===== config.mk =====
export PLATFORM = sky130hd
export DESIGN_NAME = text_console_cursor_controller_core
export DESIGN_NICKNAME = d
export VERILOG_FILES = /design/src/design/tccc_pkg.sv /design/src/design/tccc_div.sv /design/src/design/text_console_cursor_controller_core.sv
export SDC_FILE = /design/constraint.sdc
export NUM_CORES = 1
export LEC_CHECK = 0
export ABC_CLOCK_PERIOD_IN_PS = 9000
export BUFFER_PORTS_ARGS = -buffer_cell sky130_fd_sc_hd__buf_4
export CAP_MARGIN = 15
export CORE_MARGIN = 4
export CORE_UTILIZATION = 35
export DETAILED_ROUTE_END_ITERATION = 10
export PLACE_DENSITY = 0.48
export SLEW_MARGIN = 20
export SYNTH_ARGS = -nofsm -noshare
export SYNTH_HDL_FRONTEND = slang
export SYNTH_SLANG_ARGS = --single-unit

===== constraint.sdc =====
create_clock -name clk -period 9 [get_ports clk]
set_clock_uncertainty 0.2 [all_clocks]
set_input_delay 1.35 -clock clk [delete_from_list [all_inputs] [get_ports clk]]
set_output_delay 1.35 -clock clk [all_outputs]
set_load 0.05 [all_outputs]

===== src/design/tccc_pkg.sv =====
// Package for the text console cursor controller.
// Holds the result kinds, register indexes, sequencer states and reset constants.
// No dependencies.
`default_nettype none

package tccc_pkg;

  localparam int TAB_STOP_CELLS_DEF = 8;
  localparam int COORD_BITS_DEF     = 16;

  localparam logic [15:0] CHAR_NEWLINE = 16'd10;
  localparam logic [15:0] CHAR_TAB     = 16'd9;

  localparam logic [7:0] GLYPH_WIDTH_RESET  = 8'd8;
  localparam logic [7:0] GLYPH_HEIGHT_RESET = 8'd16;

  typedef enum logic [1:0] {
    KIND_DRAW      = 2'd0,
    KIND_SCROLL    = 2'd1,
    KIND_MOVE      = 2'd2,
    KIND_NOT_READY = 2'd3
  } kind_t;

  typedef enum logic [2:0] {
    REG_DISPLAY_READY = 3'd0,
    REG_REGION_LEFT   = 3'd1,
    REG_REGION_TOP    = 3'd2,
    REG_REGION_RIGHT  = 3'd3,
    REG_REGION_BOTTOM = 3'd4,
    REG_GLYPH_WIDTH   = 3'd5,
    REG_GLYPH_HEIGHT  = 3'd6,
    REG_TEXT_COLOR    = 3'd7
  } cfg_reg_t;

  typedef enum logic [2:0] {
    S_IDLE,
    S_DECODE,
    S_DIV_SPAN,
    S_DIV_CELL,
    S_MOVE,
    S_OUT
  } state_t;

endpackage

`default_nettype wire


===== src/design/tccc_div.sv =====
// Iterative restoring divider, one quotient bit per cycle.
// Shared by the tab stop computation of the cursor controller.
// No dependencies.
`default_nettype none

module tccc_div #(
  parameter int DVD_BITS = 16,
  parameter int DVS_BITS = 11
) (
  input  wire logic                clk,
  input  wire logic                rst,
  input  wire logic                start,
  input  wire logic [DVD_BITS-1:0] dividend,
  input  wire logic [DVS_BITS-1:0] divisor,
  output logic                     done,
  output logic [DVD_BITS-1:0]      quotient,
  output logic [DVS_BITS-1:0]      remainder
);

  localparam int CNT_BITS = $clog2(DVD_BITS + 1);

  logic                busy;
  logic [CNT_BITS-1:0] cnt;
  logic [DVS_BITS-1:0] dvs;
  logic [DVS_BITS:0]   rem_sh;
  logic [DVS_BITS:0]   diff;
  logic                ge;

  always_comb begin
    rem_sh = {remainder, quotient[DVD_BITS-1]};
    ge     = rem_sh >= {1'b0, dvs};
    diff   = rem_sh - {1'b0, dvs};
  end

  always_ff @(posedge clk) begin
    if (rst) begin
      busy <= 1'b0;
      done <= 1'b0;
      cnt  <= '0;
    end else begin
      done <= 1'b0;
      if (start) begin
        busy      <= 1'b1;
        cnt       <= CNT_BITS'(DVD_BITS);
        quotient  <= dividend;
        remainder <= '0;
        dvs       <= divisor;
      end else if (busy) begin
        quotient  <= {quotient[DVD_BITS-2:0], ge};
        remainder <= ge ? diff[DVS_BITS-1:0] : rem_sh[DVS_BITS-1:0];
        cnt       <= cnt - CNT_BITS'(1);
        if (cnt == CNT_BITS'(1)) begin
          busy <= 1'b0;
          done <= 1'b1;
        end
      end
    end
  end

endmodule

`default_nettype wire


===== src/design/text_console_cursor_controller_core.sv =====
// Sequence: printable and newline results pass the decode and move states before they are
// registered; not-ready results are registered from decode; tab first makes two divider passes.
// Throughput: one character at a time; the next is taken the cycle after its last result
// transfers. A scroll after a draw adds one output transfer.
// Reset: registers return to reset values, cursor to zero; no clearing pass.
// Depends on tccc_pkg and tccc_div.
`default_nettype none

module text_console_cursor_controller_core #(
  parameter int TAB_STOP_CELLS = tccc_pkg::TAB_STOP_CELLS_DEF,
  parameter int COORD_BITS     = tccc_pkg::COORD_BITS_DEF
) (
  input  wire logic        clk,
  input  wire logic        rst,
  input  wire logic        cfg_valid,
  output logic             cfg_ready,
  input  wire logic [2:0]  cfg_index,
  input  wire logic [31:0] cfg_data,
  input  wire logic        in_valid,
  output logic             in_stall,
  input  wire logic [15:0] char_code,
  output logic             out_valid,
  input  wire logic        out_stall,
  output tccc_pkg::kind_t  kind,
  output logic [15:0]      pos_x,
  output logic [15:0]      pos_y,
  output logic [15:0]      glyph_code,
  output logic [31:0]      glyph_color,
  output logic             last
);

  import tccc_pkg::*;

  localparam int CW        = COORD_BITS;
  localparam int WIDE_BITS = (CW > 16) ? CW : 16;
  localparam int SUM_BITS  = WIDE_BITS + 1;
  localparam int STEP_BITS = $clog2(255 * TAB_STOP_CELLS + 1);
  localparam int CELL_BITS = $clog2(TAB_STOP_CELLS + 1);

  state_t state, state_next;

  logic          display_ready;
  logic [15:0]   region_left, region_top, region_right, region_bottom;
  logic [7:0]    glyph_width, glyph_height;
  logic [31:0]   text_color;
  logic [CW-1:0] cursor_x, cursor_y;
  logic [15:0]   code;
  logic [STEP_BITS-1:0] step;
  logic          pending;

  logic          in_xfer, out_xfer, cfg_xfer;
  logic [7:0]    w_eff;
  logic [SUM_BITS-1:0] cx_w, cy_w, left_w, right_w, bottom_w, h_w;
  logic [SUM_BITS-1:0] off_w, adv_x, nx, ny, ny_fin;
  logic [STEP_BITS-1:0] span;
  logic          is_nl, is_tab, drew, scroll;

  logic                 div_start, div_done;
  logic [WIDE_BITS-1:0] div_dividend, div_quotient;
  logic [STEP_BITS-1:0] div_divisor, div_remainder;
  logic [CELL_BITS-1:0] stop_idx;

  function automatic logic [15:0] out16(input logic [CW-1:0] v);
    logic [SUM_BITS-1:0] t;
    t = SUM_BITS'(v);
    return t[15:0];
  endfunction

  tccc_div #(
    .DVD_BITS(WIDE_BITS),
    .DVS_BITS(STEP_BITS)
  ) u_div (
    .clk      (clk),
    .rst      (rst),
    .start    (div_start),
    .dividend (div_dividend),
    .divisor  (div_divisor),
    .done     (div_done),
    .quotient (div_quotient),
    .remainder(div_remainder)
  );

  assign cfg_ready = 1'b1;
  assign cfg_xfer  = cfg_valid && cfg_ready;
  assign in_xfer   = in_valid && !in_stall;
  assign out_xfer  = out_valid && !out_stall;

  always_comb begin
    w_eff    = (glyph_width == 8'd0) ? 8'd1 : glyph_width;
    cx_w     = SUM_BITS'(cursor_x);
    cy_w     = SUM_BITS'(cursor_y);
    left_w   = SUM_BITS'(region_left);
    right_w  = SUM_BITS'(region_right);
    bottom_w = SUM_BITS'(region_bottom);
    h_w      = SUM_BITS'(glyph_height);
    off_w    = (cx_w >= left_w) ? cx_w - left_w : '0;
    span     = STEP_BITS'(int'(w_eff) * TAB_STOP_CELLS);
    stop_idx = div_quotient[CELL_BITS-1:0];
    is_nl    = code == CHAR_NEWLINE;
    is_tab   = code == CHAR_TAB;
    drew     = !is_nl && !is_tab;
    adv_x    = cx_w + SUM_BITS'(step);
    if (is_nl) begin
      nx = left_w;
      ny = cy_w + h_w;
    end else if (adv_x >= right_w) begin
      nx = left_w;
      ny = cy_w + h_w;
    end else begin
      nx = adv_x;
      ny = cy_w;
    end
    scroll = ny >= bottom_w;
    if (!scroll) begin
      ny_fin = ny;
    end else if (bottom_w >= h_w) begin
      ny_fin = bottom_w - h_w;
    end else begin
      ny_fin = '0;
    end
  end

  always_ff @(posedge clk) begin
    if (rst) begin
      state <= S_IDLE;
    end else begin
      state <= state_next;
    end
  end

  always_comb begin
    state_next   = state;
    in_stall     = state != S_IDLE;
    div_start    = 1'b0;
    div_dividend = off_w[WIDE_BITS-1:0];
    div_divisor  = span;
    unique case (state)
      S_IDLE: begin
        if (in_xfer) begin
          state_next = S_DECODE;
        end
      end
      S_DECODE: begin
        if (!display_ready) begin
          state_next = S_OUT;
        end else if (is_tab) begin
          div_start  = 1'b1;
          state_next = S_DIV_SPAN;
        end else begin
          state_next = S_MOVE;
        end
      end
      S_DIV_SPAN: begin
        if (div_done) begin
          div_start    = 1'b1;
          div_dividend = WIDE_BITS'(div_remainder);
          div_divisor  = STEP_BITS'(w_eff);
          state_next   = S_DIV_CELL;
        end
      end
      S_DIV_CELL: begin
        if (div_done) begin
          state_next = S_MOVE;
        end
      end
      S_MOVE: begin
        state_next = S_OUT;
      end
      S_OUT: begin
        if (out_xfer && !pending) begin
          state_next = S_IDLE;
        end
      end
      default: begin
        state_next = S_IDLE;
      end
    endcase
  end

  always_ff @(posedge clk) begin
    if (rst) begin
      display_ready <= 1'b0;
      region_left   <= '0;
      region_top    <= '0;
      region_right  <= '0;
      region_bottom <= '0;
      glyph_width   <= GLYPH_WIDTH_RESET;
      glyph_height  <= GLYPH_HEIGHT_RESET;
      text_color    <= '0;
      cursor_x      <= '0;
      cursor_y      <= '0;
      out_valid     <= 1'b0;
      pending       <= 1'b0;
    end else begin
      if (cfg_xfer) begin
        unique case (cfg_index)
          REG_DISPLAY_READY: display_ready <= cfg_data[0];
          REG_REGION_LEFT: begin
            region_left <= cfg_data[15:0];
            cursor_x    <= CW'(cfg_data[15:0]);
            cursor_y    <= CW'(region_top);
          end
          REG_REGION_TOP: begin
            region_top <= cfg_data[15:0];
            cursor_x   <= CW'(region_left);
            cursor_y   <= CW'(cfg_data[15:0]);
          end
          REG_REGION_RIGHT: begin
            region_right <= cfg_data[15:0];
            cursor_x     <= CW'(region_left);
            cursor_y     <= CW'(region_top);
          end
          REG_REGION_BOTTOM: begin
            region_bottom <= cfg_data[15:0];
            cursor_x      <= CW'(region_left);
            cursor_y      <= CW'(region_top);
          end
          REG_GLYPH_WIDTH:  glyph_width  <= cfg_data[7:0];
          REG_GLYPH_HEIGHT: glyph_height <= cfg_data[7:0];
          REG_TEXT_COLOR:   text_color   <= cfg_data;
          default: ;
        endcase
      end

      unique case (state)
        S_IDLE: begin
          if (in_xfer) begin
            code <= char_code;
          end
        end
        S_DECODE: begin
          step <= STEP_BITS'(w_eff);
          if (!display_ready) begin
            out_valid   <= 1'b1;
            kind        <= KIND_NOT_READY;
            pos_x       <= out16(cursor_x);
            pos_y       <= out16(cursor_y);
            glyph_code  <= '0;
            glyph_color <= '0;
            last        <= 1'b1;
            pending     <= 1'b0;
          end
        end
        S_DIV_SPAN: ;
        S_DIV_CELL: begin
          if (div_done) begin
            step <= STEP_BITS'((TAB_STOP_CELLS - int'(stop_idx)) * int'(w_eff));
          end
        end
        S_MOVE: begin
          cursor_x  <= nx[CW-1:0];
          cursor_y  <= ny_fin[CW-1:0];
          out_valid <= 1'b1;
          pending   <= drew && scroll;
          if (drew) begin
            kind        <= KIND_DRAW;
            pos_x       <= out16(cursor_x);
            pos_y       <= out16(cursor_y);
            glyph_code  <= code;
            glyph_color <= text_color;
            last        <= !scroll;
          end else begin
            kind        <= scroll ? KIND_SCROLL : KIND_MOVE;
            pos_x       <= out16(nx[CW-1:0]);
            pos_y       <= out16(ny_fin[CW-1:0]);
            glyph_code  <= '0;
            glyph_color <= '0;
            last        <= 1'b1;
          end
        end
        S_OUT: begin
          if (out_xfer) begin
            if (pending) begin
              pending     <= 1'b0;
              kind        <= KIND_SCROLL;
              pos_x       <= out16(cursor_x);
              pos_y       <= out16(cursor_y);
              glyph_code  <= '0;
              glyph_color <= '0;
              last        <= 1'b1;
            end else begin
              out_valid <= 1'b0;
            end
          end
        end
        default: ;
      endcase
    end
  end

endmodule

`default_nettype wire

==> results_dict.tcl <==
set metrics [dict create \
    status "complete, no violations" \
    synth_warnings 0 \
    num-nets-final 2256 \
    crit_type "reg2reg" \
    grt_first_pass_wirelength_um 82300 \
    intPower_mw 2.84 \
    grt_max_degree 76 \
    worst_slew_pin_slew_ps 1060 \
    design_area_sq_um 20500 \
    pwr-share-comb_pct 26.5 \
    synthTopCellsByArea "edfxtp_1, dfxtp_1, ha_1" \
    place.gp.congestion 0.898 \
    grt_usage_pct 19.4 \
    post-route-drc-count 0 \
    post_cts_resized 0 \
    timing.fmax_ghz 0.137 \
    p_total_mw 4.24 \
    setup_ws_ps 1680 \
    tritoncts "built" \
    post_cts_buffers 0 \
    via_per_inst 5.24 \
    clock-root-buffer "clkbuf_16" \
    routed_wl_um 53300 \
    ant_nets 0 \
    first_global_vias 14100 \
    yosysMostFrequentCell "nand2_1" \
    synth_cell_types 78 \
    ios 142 \
    ys.flop_type "dfxtp_1" \
    fin_setup_tns_ps 0 \
    overflow 0 \
    drive_gt1_share_pct 13.1 \
    fp.dieW_um 232 \
    cp-start-kind "flip-flop" \
    p_sw_mw 1.40 \
    fin_crit_ps 7320 \
    synth_edf_count 148 \
    die_area_sq_um 54000 \
    crit_path_end_kind "flip-flop" \
    clock_path_buffers 3 \
    synth.yosys.seq_area_share_pct 43.1 \
    wl_per_cell_um 19.3 \
    final_util_pct 41.6 \
    dr.pass1.iters 7 \
    hold_violations 0 \
    top_regs "glyph_color x32, text_color x32" \
    synth-seq-cells 305 \
    core_region_area_sq_um 49400 \
    postCtsHoldBufs 0 \
    cp.required_ps 9070 \
    ys_async_sr_fraction_pct 0 \
    port-buffer-count 140 \
    grt_antenna_before_repair 1 \
    yosys.area.top_type "edfxtp_1" \
    r2r_setup_slack_ps 1680 \
    start_util_pct 35.7 \
    clock_latency_ps 540 \
    cap_viol_max_count 0 \
    syn_inst 1967 \
    clkPwrFrac_pct 35.7 \
    die_height_um 232 \
    netlist_area_sq_um 17600 \
    p_sw_share_pct 33.1 \
    peakVddDrop_uv 116 \
    arrival_ps 7380 \
    path_max_fanout 28 \
    layoutNonFillerInstCount 2762 \
    area_growth_pct 16.6 \
    place_inst 2692 \
    setup_viol 0 \
    cts.clk_slew.worst_paths_ps 60 \
    synth_nets 2155 \
    pwr-share-seq_pct 37.8 \
    ys_top_cells_by_count "nand2_1, a21oi_1, dfxtp_1" \
    h-tree-depth 2 \
    dp_hpwl_um 38500 \
    dpl_cell_area_sq_um 19300 \
    drt_iter0_markers 1025 \
    power_per_cell_area_nw_per_um2 206 \
    hold_path.class "reg2reg" \
    clock_sinks 305 \
    rsz0062_at_grt "no" \
    avgSynthCellArea_sq_um 8.95 \
    place_ws_ps 1780 \
    fin_crit_sh_pct 81.3 \
    via_count 14500 \
    rows 81 \
    slew_violations 0 \
    leakagePower_nw 8.17 \
    timing.hold.ws_ps 249 \
    synth.top_cell.area_share_pct 25.2 \
    numCtsBuffers 38 \
    slew_headroom_pct 28.7 \
]
==> worst max-delay path, stage by stage (launching register included) <==
cell and delay, ps:
edfxtp_1 370, ha_1 230, fa_1 440, a211oi_1 240, nor2_1 120, o21a_1 270
a311o_1 400, nand2_1 170, xnor2_1 90, ha_1 300, nand4_1 150, nor4_1 380
a2111oi_2 80, and4_1 220, buf_4 240, a2111oi_1 430, xor2_1 340, ha_1 320
a21o_1 170, a21oi_1 130, o21ai_0 100, and3_1 190, a211o_1 300, a31oi_4 350
buf_4 410, mux2i_1 280, o21ai_0 120
==> layout by cell type (no fill, tap or decap), drive strengths merged, types with 12 or more instances in the layout <==
master,synthesis,routed
edfxtp,148,148
nand3,27,27
nand2b,17,17
mux2i,37,37
nor3,42,42
fa,24,24
dfxtp,157,157
mux2,18,18
ha,108,108
and2,26,26
inv,114,116
nor2b,17,17
nor2,109,109
xor2,25,25
nand4,13,13
or2,12,12
clkinv,0,13
xnor2,41,41
nand2,356,356
o21a,13,13
o21ai,99,99
buf,17,163
clkbuf,85,51
and3,63,63
a21o,21,21
a211oi,29,29
a21oi,210,210
==> logic make-up (layout without fill, tap and decap cells) <==
| family | count (synthesis) | after routing | share of synthesized area (%) |
|---|---|---|---|
| AO/OA/AOI/OAI | 474 | 474 | 16.3 |
| buffers and inverters | 216 | 346 | 4.81 |
| flip-flops | 305 | 305 | 43.1 |
| XOR/XNOR | 66 | 66 | 3.28 |
| AND/OR/NAND/NOR | 718 | 718 | 18.8 |
| multiplexers | 55 | 55 | 3.32 |
| adder cells (fa/ha/maj) | 132 | 132 | 10.4 |
| other | 1 | 2 | 0.0213 |
==> final cells by class <==
cell class / instances / area (sq um)
fill: 4938 / 28800
multi-input combinational: 1446 / 9220
sequential: 305 / 7590
timing repair buffer: 163 / 1220
clock buffer: 51 / 1080
tap: 664 / 831
inverter: 114 / 428
clock inverter: 18 / 150
antenna: 1 / 2.50
==> power by group through the flow <==
stage / registers (mW) / clock network [mW] / logic (mW)
final: 1.60 / 1.51 / 1.12
after global routing: 1.61 / 1.62 / 1.23
after CTS: 1.60 / 1.55 / 1.13
after detailed placement: 1.63 / 0 / 1.12
after global placement: 1.63 / 0 / 1.11
after floorplan: 1.74 / 0 / 0.703
==> final timing paths <==
| check | endpoint | start | depth (start not counted) |
|---|---|---|---|
| max reg2reg | pos_y[11] | step[0] | 26 |
| min reg2reg | text_color[9] | text_color[9] | 2 |
| min | text_color[9] | text_color[9] | 2 |
| max | pos_y[11] | step[0] | 26 |
==> layer usage <==
layer  global-route usage [%]  part of all wire, %
met1                     27.5                   48
met5                        0                    0
met4                     4.84                  1.8
met2                     31.0                   45
met3                     3.10                  5.2
(Power assumes the default switching activity.)
